`config.mk`:
```
export PLATFORM = sky130hd
export DESIGN_NAME = network_settings_validator
export DESIGN_NICKNAME = d
export VERILOG_FILES = /design/src/hdl/nsv_pkg.sv /design/src/hdl/nsv_front.sv /design/src/hdl/nsv_queue.sv /design/src/hdl/nsv_check.sv /design/src/hdl/network_settings_validator.sv
export SDC_FILE = /design/constraint.sdc
export NUM_CORES = 1
export LEC_CHECK = 0
export BUFFER_PORTS_ARGS = -buffer_cell sky130_fd_sc_hd__buf_2
export CORE_AREA = 4 4 282 215
export CTS_CLUSTER_SIZE = 8
export DETAILED_ROUTE_END_ITERATION = 16
export DIE_AREA = 0 0 286 219
export SYNTH_ARGS = -nofsm -noshare
export SYNTH_HDL_FRONTEND = slang
export SYNTH_SLANG_ARGS = --single-unit
```
`constraint.sdc`:
```
create_clock -name aclk -period 4.4 [get_ports aclk]
set_input_delay 0.44 -clock aclk [delete_from_list [all_inputs] [get_ports aclk]]
set_output_delay 0.44 -clock aclk [all_outputs]
set_load 0.02 [all_outputs]
```
`src/hdl/nsv_pkg.sv`:
```
// nsv_pkg: types and constants shared by the network settings validator
// used by nsv_front, nsv_queue, nsv_check and network_settings_validator
package nsv_pkg;

    localparam logic KIND_NAME_BYTE = 1'b0;
    localparam logic KIND_CLOSE     = 1'b1;

    localparam logic [7:0] MODE_DHCP   = 8'd0;
    localparam logic [7:0] MODE_STATIC = 8'd1;

    localparam logic [7:0] OCTET_LOOPBACK = 8'd127;
    localparam logic [7:0] OCTET_CLASS_D  = 8'd224;
    localparam logic [7:0] CHAR_HYPHEN    = 8'h2d;

    // smallest inverted mask that still leaves a usable host range
    localparam logic [31:0] MIN_HOST_BITS_INV = 32'd3;

    localparam int QUEUE_DEPTH = 4;
    localparam int QUEUE_PTR_W = $clog2(QUEUE_DEPTH);

    typedef enum logic [1:0] {
        REASON_OK     = 2'd0,
        REASON_NAME   = 2'd1,
        REASON_DHCP   = 2'd2,
        REASON_STATIC = 2'd3
    } reason_t;

    // one closing record as classified by the front part
    typedef struct packed {
        logic        name_ok;
        logic [7:0]  mode;
        logic [31:0] host;
        logic [31:0] mask;
        logic [31:0] gateway;
        logic [31:0] dns;
    } record_t;

    // queue status: full drives s_ready at the top level, not_empty feeds the back part
    typedef struct packed {
        logic full;
        logic not_empty;
    } queue_status_t;

endpackage

```
`src/hdl/nsv_front.sv`:
```
// nsv_front: accepts input transfers, tracks hostname flags and forms records
// depends on nsv_pkg
module nsv_front #(
    parameter int NAME_BUFFER_BYTES = 64,
    parameter int MAX_LABEL_CHARS   = 63
) (
    input  logic                   aclk,
    input  logic                   aresetn,
    input  logic                   accept,
    input  logic                   kind,
    input  logic [7:0]             name_byte,
    input  logic [7:0]             record_mode,
    input  logic [31:0]            host_address,
    input  logic [31:0]            subnet_mask,
    input  logic [31:0]            gateway_address,
    input  logic [31:0]            dns_server,
    output logic                   push,
    output nsv_pkg::record_t       push_data
);

    localparam int LEN_W = $clog2(NAME_BUFFER_BYTES + 1);

    logic [LEN_W-1:0] name_length_reg, name_length_next;
    logic name_terminated_reg, name_terminated_next;
    logic first_char_ok_reg, first_char_ok_next;
    logic last_char_alnum_reg, last_char_alnum_next;
    logic bad_char_seen_reg, bad_char_seen_next;

    logic byte_alnum;
    logic buffer_full;
    logic name_ok;

    assign byte_alnum = name_byte inside {[8'h61:8'h7a], [8'h41:8'h5a], [8'h30:8'h39]};

    assign buffer_full = int'(name_length_reg) >= NAME_BUFFER_BYTES;

    assign name_ok = name_terminated_reg && (name_length_reg != '0) &&
                     (int'(name_length_reg) <= MAX_LABEL_CHARS) &&
                     first_char_ok_reg && last_char_alnum_reg && !bad_char_seen_reg;

    always_comb begin
        name_length_next     = name_length_reg;
        name_terminated_next = name_terminated_reg;
        first_char_ok_next   = first_char_ok_reg;
        last_char_alnum_next = last_char_alnum_reg;
        bad_char_seen_next   = bad_char_seen_reg;
        if (accept && kind == nsv_pkg::KIND_CLOSE) begin
            name_length_next     = '0;
            name_terminated_next = 1'b0;
            first_char_ok_next   = 1'b0;
            last_char_alnum_next = 1'b0;
            bad_char_seen_next   = 1'b0;
        end else if (accept && !name_terminated_reg && !buffer_full) begin
            if (name_byte == 8'd0) begin
                name_terminated_next = 1'b1;
            end else begin
                if (name_length_reg == '0) begin
                    first_char_ok_next = byte_alnum;
                end
                last_char_alnum_next = byte_alnum;
                if (!byte_alnum && name_byte != nsv_pkg::CHAR_HYPHEN) begin
                    bad_char_seen_next = 1'b1;
                end
                name_length_next = name_length_reg + LEN_W'(1);
            end
        end
    end

    always_ff @(posedge aclk) begin
        if (!aresetn) begin
            name_length_reg     <= '0;
            name_terminated_reg <= 1'b0;
            first_char_ok_reg   <= 1'b0;
            last_char_alnum_reg <= 1'b0;
            bad_char_seen_reg   <= 1'b0;
        end else begin
            name_length_reg     <= name_length_next;
            name_terminated_reg <= name_terminated_next;
            first_char_ok_reg   <= first_char_ok_next;
            last_char_alnum_reg <= last_char_alnum_next;
            bad_char_seen_reg   <= bad_char_seen_next;
        end
    end

    assign push              = accept && kind == nsv_pkg::KIND_CLOSE;
    assign push_data.name_ok = name_ok;
    assign push_data.mode    = record_mode;
    assign push_data.host    = host_address;
    assign push_data.mask    = subnet_mask;
    assign push_data.gateway = gateway_address;
    assign push_data.dns     = dns_server;

endmodule

```
`src/hdl/nsv_queue.sv`:
```
// nsv_queue: short record queue between the front and back parts
// depends on nsv_pkg
module nsv_queue (
    input  logic                    aclk,
    input  logic                    aresetn,
    input  logic                    push,
    input  nsv_pkg::record_t        push_data,
    input  logic                    pop,
    output nsv_pkg::record_t        pop_data,
    output nsv_pkg::queue_status_t  status
);

    localparam int PTR_W = nsv_pkg::QUEUE_PTR_W;
    localparam int CNT_W = PTR_W + 1;

    nsv_pkg::record_t entry_reg [nsv_pkg::QUEUE_DEPTH];

    logic [PTR_W-1:0] wr_ptr_reg, wr_ptr_next;
    logic [PTR_W-1:0] rd_ptr_reg, rd_ptr_next;
    logic [CNT_W-1:0] count_reg, count_next;

    always_comb begin
        wr_ptr_next = push ? wr_ptr_reg + PTR_W'(1) : wr_ptr_reg;
        rd_ptr_next = pop ? rd_ptr_reg + PTR_W'(1) : rd_ptr_reg;
        count_next  = count_reg;
        if (push && !pop) begin
            count_next = count_reg + CNT_W'(1);
        end else if (pop && !push) begin
            count_next = count_reg - CNT_W'(1);
        end
    end

    always_ff @(posedge aclk) begin
        if (!aresetn) begin
            wr_ptr_reg <= '0;
            rd_ptr_reg <= '0;
            count_reg  <= '0;
        end else begin
            wr_ptr_reg <= wr_ptr_next;
            rd_ptr_reg <= rd_ptr_next;
            count_reg  <= count_next;
        end
    end

    always_ff @(posedge aclk) begin
        if (push) begin
            entry_reg[wr_ptr_reg] <= push_data;
        end
    end

    assign pop_data         = entry_reg[rd_ptr_reg];
    assign status.full      = count_reg == CNT_W'(nsv_pkg::QUEUE_DEPTH);
    assign status.not_empty = count_reg != '0;

endmodule

```
`src/hdl/nsv_check.sv`:
```
// nsv_check: runs the mode and address checks and holds the result register
// depends on nsv_pkg
module nsv_check (
    input  logic              aclk,
    input  logic              aresetn,
    input  logic              rec_valid,
    input  nsv_pkg::record_t  rec,
    output logic              pop,
    output logic              m_valid,
    input  logic              m_ready,
    output logic              m_valid_res,
    output logic [1:0]        m_reason_code
);

    function automatic logic is_unicast(input logic [31:0] a);
        logic [7:0] top;
        top = a[31:24];
        return a != 32'd0 && a != 32'hffff_ffff && top != 8'd0 &&
               top != nsv_pkg::OCTET_LOOPBACK && top < nsv_pkg::OCTET_CLASS_D;
    endfunction

    logic [31:0] inv;
    logic [31:0] net;
    logic [31:0] bcast;
    logic        mask_ok;
    logic        place_ok;
    logic        static_ok;
    nsv_pkg::reason_t reason;

    logic             m_valid_reg, m_valid_next;
    nsv_pkg::reason_t reason_reg;

    always_comb begin
        inv     = ~rec.mask;
        net     = rec.host & rec.mask;
        bcast   = net | inv;
        // contiguous mask with at least two host bits
        mask_ok = rec.mask != 32'd0 && inv >= nsv_pkg::MIN_HOST_BITS_INV &&
                  (inv & (inv + 32'd1)) == 32'd0;
        place_ok = rec.host != net && rec.host != bcast &&
                   (rec.gateway & rec.mask) == net && rec.gateway != net &&
                   rec.gateway != bcast && rec.gateway != rec.host;
        static_ok = is_unicast(rec.host) && is_unicast(rec.gateway) && mask_ok &&
                    place_ok && (rec.dns == 32'd0 || is_unicast(rec.dns));
    end

    always_comb begin
        if (!rec.name_ok) begin
            reason = nsv_pkg::REASON_NAME;
        end else begin
            case (rec.mode)
                nsv_pkg::MODE_DHCP: begin
                    reason = ((rec.host | rec.mask | rec.gateway | rec.dns) != 32'd0) ?
                             nsv_pkg::REASON_DHCP : nsv_pkg::REASON_OK;
                end
                nsv_pkg::MODE_STATIC: begin
                    reason = static_ok ? nsv_pkg::REASON_OK : nsv_pkg::REASON_STATIC;
                end
                default: begin
                    reason = nsv_pkg::REASON_STATIC;
                end
            endcase
        end
    end

    // take a record when the result register is empty or being drained
    assign pop = rec_valid && (!m_valid_reg || m_ready);

    always_comb begin
        m_valid_next = m_valid_reg;
        if (pop) begin
            m_valid_next = 1'b1;
        end else if (m_ready) begin
            m_valid_next = 1'b0;
        end
    end

    always_ff @(posedge aclk) begin
        if (!aresetn) begin
            m_valid_reg <= 1'b0;
        end else begin
            m_valid_reg <= m_valid_next;
        end
    end

    always_ff @(posedge aclk) begin
        if (pop) begin
            reason_reg <= reason;
        end
    end

    assign m_valid       = m_valid_reg;
    assign m_valid_res   = reason_reg == nsv_pkg::REASON_OK;
    assign m_reason_code = reason_reg;

endmodule

```
`src/hdl/network_settings_validator.sv`:
```
// network_settings_validator: top level of the network settings record checker
// depends on nsv_pkg, nsv_front, nsv_queue and nsv_check
//
// Takes one transfer per clock: hostname bytes update a length counter and a
// few flags in the front part, and a closing transfer writes the classified
// record into a four-entry queue. The back part pops one record per cycle
// while the result register is empty or being drained, runs the mode and
// address compares on the queue entry and loads the result register.
// The input stalls only when the queue is full, i.e. after four closing
// transfers pile up behind a result that m_ready has not taken.
module network_settings_validator #(
    parameter int NAME_BUFFER_BYTES = 64,
    parameter int MAX_LABEL_CHARS   = 63
) (
    input  logic        aclk,
    input  logic        aresetn,
    input  logic        s_valid,
    output logic        s_ready,
    input  logic        s_kind,
    input  logic [7:0]  s_name_byte,
    input  logic [7:0]  s_record_mode,
    input  logic [31:0] s_host_address,
    input  logic [31:0] s_subnet_mask,
    input  logic [31:0] s_gateway_address,
    input  logic [31:0] s_dns_server,
    output logic        m_valid,
    input  logic        m_ready,
    output logic        m_valid_res,
    output logic [1:0]  m_reason_code
);

    logic                   accept;
    logic                   push;
    logic                   pop;
    nsv_pkg::record_t       push_data;
    nsv_pkg::record_t       pop_data;
    nsv_pkg::queue_status_t q_status;

    assign s_ready = !q_status.full;
    assign accept  = s_valid && s_ready;

    nsv_front #(
        .NAME_BUFFER_BYTES(NAME_BUFFER_BYTES),
        .MAX_LABEL_CHARS  (MAX_LABEL_CHARS)
    ) u_front (
        .aclk           (aclk),
        .aresetn        (aresetn),
        .accept         (accept),
        .kind           (s_kind),
        .name_byte      (s_name_byte),
        .record_mode    (s_record_mode),
        .host_address   (s_host_address),
        .subnet_mask    (s_subnet_mask),
        .gateway_address(s_gateway_address),
        .dns_server     (s_dns_server),
        .push           (push),
        .push_data      (push_data)
    );

    nsv_queue u_queue (
        .aclk     (aclk),
        .aresetn  (aresetn),
        .push     (push),
        .push_data(push_data),
        .pop      (pop),
        .pop_data (pop_data),
        .status   (q_status)
    );

    nsv_check u_check (
        .aclk         (aclk),
        .aresetn      (aresetn),
        .rec_valid    (q_status.not_empty),
        .rec          (pop_data),
        .pop          (pop),
        .m_valid      (m_valid),
        .m_ready      (m_ready),
        .m_valid_res  (m_valid_res),
        .m_reason_code(m_reason_code)
    );

endmodule

```
==> results.sh <==
export IMPL_status="finished clean"
export IMPL_post_cts_buffers=0
export IMPL_hold_ws_ps=46.0
export IMPL_synth_area_top_cells="edfxtp_1 72%, mux4_2 10%, dfxtp_1 1.8%, nor4_1 1.7%, nor2b_1 1.4%"
export IMPL_layout_drive_gt1_share_pct=26.4
export IMPL_hold_viol_final=0
export IMPL_grt_overflow=0
export IMPL_ys_seq_area_share_pct=73.7
export IMPL_grt_max_degree=138
export IMPL_worstMarginPinSlew_ps=916
export IMPL_cp_start_kind="flip-flop"
export IMPL_ys_seq_elements=571
export IMPL_yosysTopAreaCell="edfxtp_1"
export IMPL_power_leakage_uw=0.00873
export IMPL_cts_tree="done"
export IMPL_synth_edf_count=550
export IMPL_postRouteAntennaNets=0
export IMPL_drc_errors=0
export IMPL_cts_resized_gates=0
export IMPL_die_h_um=219
export IMPL_critPathRequiredTime_ps=4740
export IMPL_coreArea_um2=58200
export IMPL_syn_inst=1259
export IMPL_grt_antenna_before_repair=3
export IMPL_start_util_pct=39.5
export IMPL_ctsRootBufferMaster="clkbuf_16"
export IMPL_clock_latency_ps=610
export IMPL_cpPeakStageDelay_ps=700
export IMPL_synth_area_per_cell_um2=18.3
export IMPL_num_rows=77
export IMPL_ys_async_sr_fraction_pct=0
export IMPL_crit_chain="buf_12 > mux4_2 > or4_1 > nor4_2 > nand4_1 > o21bai_1 > o211ai_1 > a2111oi_2 > a21oi_1"
export IMPL_area_growth_synth_to_final_pct=18.2
export IMPL_r2r_cells=9
export IMPL_ir_drop_mv=0.240
export IMPL_cts_sinks=571
export IMPL_grt_use_total_pct=20.3
export IMPL_syn_nets=1416
export IMPL_hpwl_um=43400
export IMPL_die_area_um2=62600
export IMPL_n_fill_cell=5027
export IMPL_synth_flop_cell="edfxtp_1"
export IMPL_grt_pass1_vias=13591
export IMPL_firstDrtPassIters=5
export IMPL_worstHoldEndpoint="u_queue.entry_reg[3][65]$_DFFE_PP_"
export IMPL_maxCapViolations=0
export IMPL_path_delay_family="simple AND/OR/NAND/NOR gates"
export IMPL_power_density_nw_per_um2=603
export IMPL_routed_wl_um=63100
export IMPL_cp_end_kind="flip-flop"
export IMPL_rsz0062_at_grt="false"
export IMPL_min_path_type="in -> reg"
export IMPL_num_vias=13090
export IMPL_gp_congestion=1.04
export IMPL_ios=154
export IMPL_via_per_inst=5.67
export IMPL_holdPathStages=1
export IMPL_nNetsFinal=1659
export IMPL_crit_fanout=29
export IMPL_min_period_ps=4140
export IMPL_setup_viol=0
export IMPL_hold_path_startpoint="s_subnet_mask[1]"
export IMPL_synth_distinct_cells=67
export IMPL_routedWlPerCell_um=27.4
export IMPL_drt_initial_drc_count=1309
export IMPL_slew_headroom_pct=39.0
export IMPL_cp_data_arrival_time_ps=4480
export IMPL_finalClockSkew_ps=12.8
export IMPL_cp_slowest_cell="mux4_2"
export IMPL_critical_path_class="reg -> reg"
export IMPL_r2r_end="u_check.m_reason_code[1]$_SDFFCE_PN0P_"
export IMPL_worst_path_buf_inv=1
export IMPL_finalSetupTns_ps=0
export IMPL_syn_cell_area_um2=23000
export IMPL_ctsHtreeMaxLevel=3
export IMPL_die_x_um=286
export IMPL_cts_path_max_buffers=3
export IMPL_clock_fmax_mhz=241
export IMPL_fin_crit_sh_pct=94.1
export IMPL_numPortBuffers=153
export IMPL_slew_viol_final=0
export IMPL_clk_pin_slew_worst_paths_ps=50
export IMPL_r2r_slack_ps=260
export IMPL_yosysTopAreaCellShare_pct=71.8
export IMPL_grt_pass1_wl_um=92400
export IMPL_ys_warn_count=0
export IMPL_hold_buffers=0
export IMPL_largest_reg_flops=548
export IMPL_cts_inserted_buffers=81
[where the power goes]
| part | switching (uW) | total [uW] | internal, uW |
|---|---|---|---|
| clock network | 2050 | 5440 | 3380 |
| logic | 2940 | 4560 | 1610 |
| registers | 138 | 6400 | 6260 |
[worst max path at each step]
stage               from                                     end  slack [ps]  cells past startpoint
5_1_grt        flip-flop  u_check.m_reason_code[1]$_SDFFCE_PN0P_          30                      9
6_report       flip-flop  u_check.m_reason_code[1]$_SDFFCE_PN0P_         260                      9
2_1_floorplan  flip-flop  u_check.m_reason_code[1]$_SDFFCE_PN0P_         980                     12
3_5_place_dp   flip-flop  u_check.m_reason_code[1]$_SDFFCE_PN0P_         340                      9
3_3_place_gp   flip-flop  u_check.m_reason_code[1]$_SDFFCE_PN0P_         180                      9
4_1_cts        flip-flop  u_check.m_reason_code[1]$_SDFFCE_PN0P_         320                      9
[worst reg2reg max path, stage by stage (launching register included)]
cell and delay (ps):
dfxtp_4 520, buf_12 300, mux4_2 740, or4_1 690
nor4_2 340, nand4_1 240, o21bai_1 300, o211ai_1 170
a2111oi_2 460, a21oi_1 120
[synth_stat cells, types with 9 or more instances]
master    number
dfxtp_1       21
o21ai_0        9
o22ai_1       42
edfxtp_1     550
nor4_1        61
xnor2_1       10
and2_1         9
inv_1         38
xor2_1        19
nor3_1        12
nand2b_1      18
nor2_1        32
nand2_1       51
or4_1         11
a21oi_1       16
buf_2         11
nand4_1       34
mux4_2       106
nor2b_1       52
nand3b_1      10
a22oi_1       13
nand3_1       11
[cells by family (layout without fill, tap and decap cells)]
logic type                 count (synthesis)  count (layout)  synth area share, %
and+or+nand+nor                          327             327                 8.18
buffers and inverters                     68             325                 1.41
DFF                                      571             571                 73.7
other                                      0               1                    0
xor gates and xnor gates                  29              29                 1.10
AOI/OAI and AO/OA                        142             142                 4.44
muxes                                    114             114                 10.7
adders and majority gates                  8               8                0.468
[through the flow]
step           worst slack, ps  utilization (%)  cells  power (uW)  instance area (um^2)
3_3_place_gp               177             42.9   2209       11000                 25000
4_1_cts                    318             46.7   2306       16500                 27200
3_5_place_dp               336             42.9   2209       11000                 25000
5_1_grt                   31.7             46.7   2306       17000                 27200
2_1_floorplan              982                -   1259        9160                 23000
6_report                   258             46.7   2307       16400                 27200
[area by class of cell]
class,count,area (um^2),share of cell area [%]
flip-flops and latches,571,16900,62.4
multi-input cells,620,5740,21.1
clock buffers,94,2160,7.95
repair buffers,190,1170,4.30
well taps,790,988,3.64
inverters,38,143,0.525
clock inverters,3,21.3,0.0783
diodes,1,2.50,0.00921
[cell usage in the layout (no fill, tap or decap), types with 5 or more instances in the layout]
| master | n |
|---|---|
| ha_1 | 7 |
| nor4_1 | 61 |
| o2bb2ai_1 | 7 |
| nand3_1 | 11 |
| nor2b_1 | 52 |
| nand4_1 | 34 |
| a22oi_1 | 13 |
| nand2_1 | 51 |
| buf_2 | 153 |
| nand2b_1 | 18 |
| nand3b_1 | 10 |
| and2_1 | 5 |
| or3_1 | 5 |
| xor2_1 | 19 |
| a21oi_1 | 16 |
| edfxtp_1 | 550 |
| nor3_1 | 12 |
| mux2i_1 | 7 |
| inv_1 | 38 |
| mux4_2 | 106 |
| clkbuf_16 | 85 |
| o22ai_1 | 42 |
| a2111oi_0 | 8 |
| xnor2_1 | 10 |
| nor2_1 | 32 |
| o2111ai_1 | 7 |
| dfxtp_1 | 19 |
| buf_12 | 10 |
| clkbuf_1 | 9 |
| or4_1 | 11 |
| buf_4 | 27 |
| o21ai_0 | 9 |
[routing by layer]
| layer | GRT usage, % | share of wire [%] | up-vias |
|---|---|---|---|
| met5 | 0 | 0.048 | - |
| met4 | 5.79 | 2.4 | 4 |
| met3 | 6.23 | 7.9 | 117 |
| met2 | 29.6 | 44 | 487 |
| met1 | 29.6 | 45 | 6773 |
| li1 | - | - | 5709 |
(Power assumes the default switching activity.)
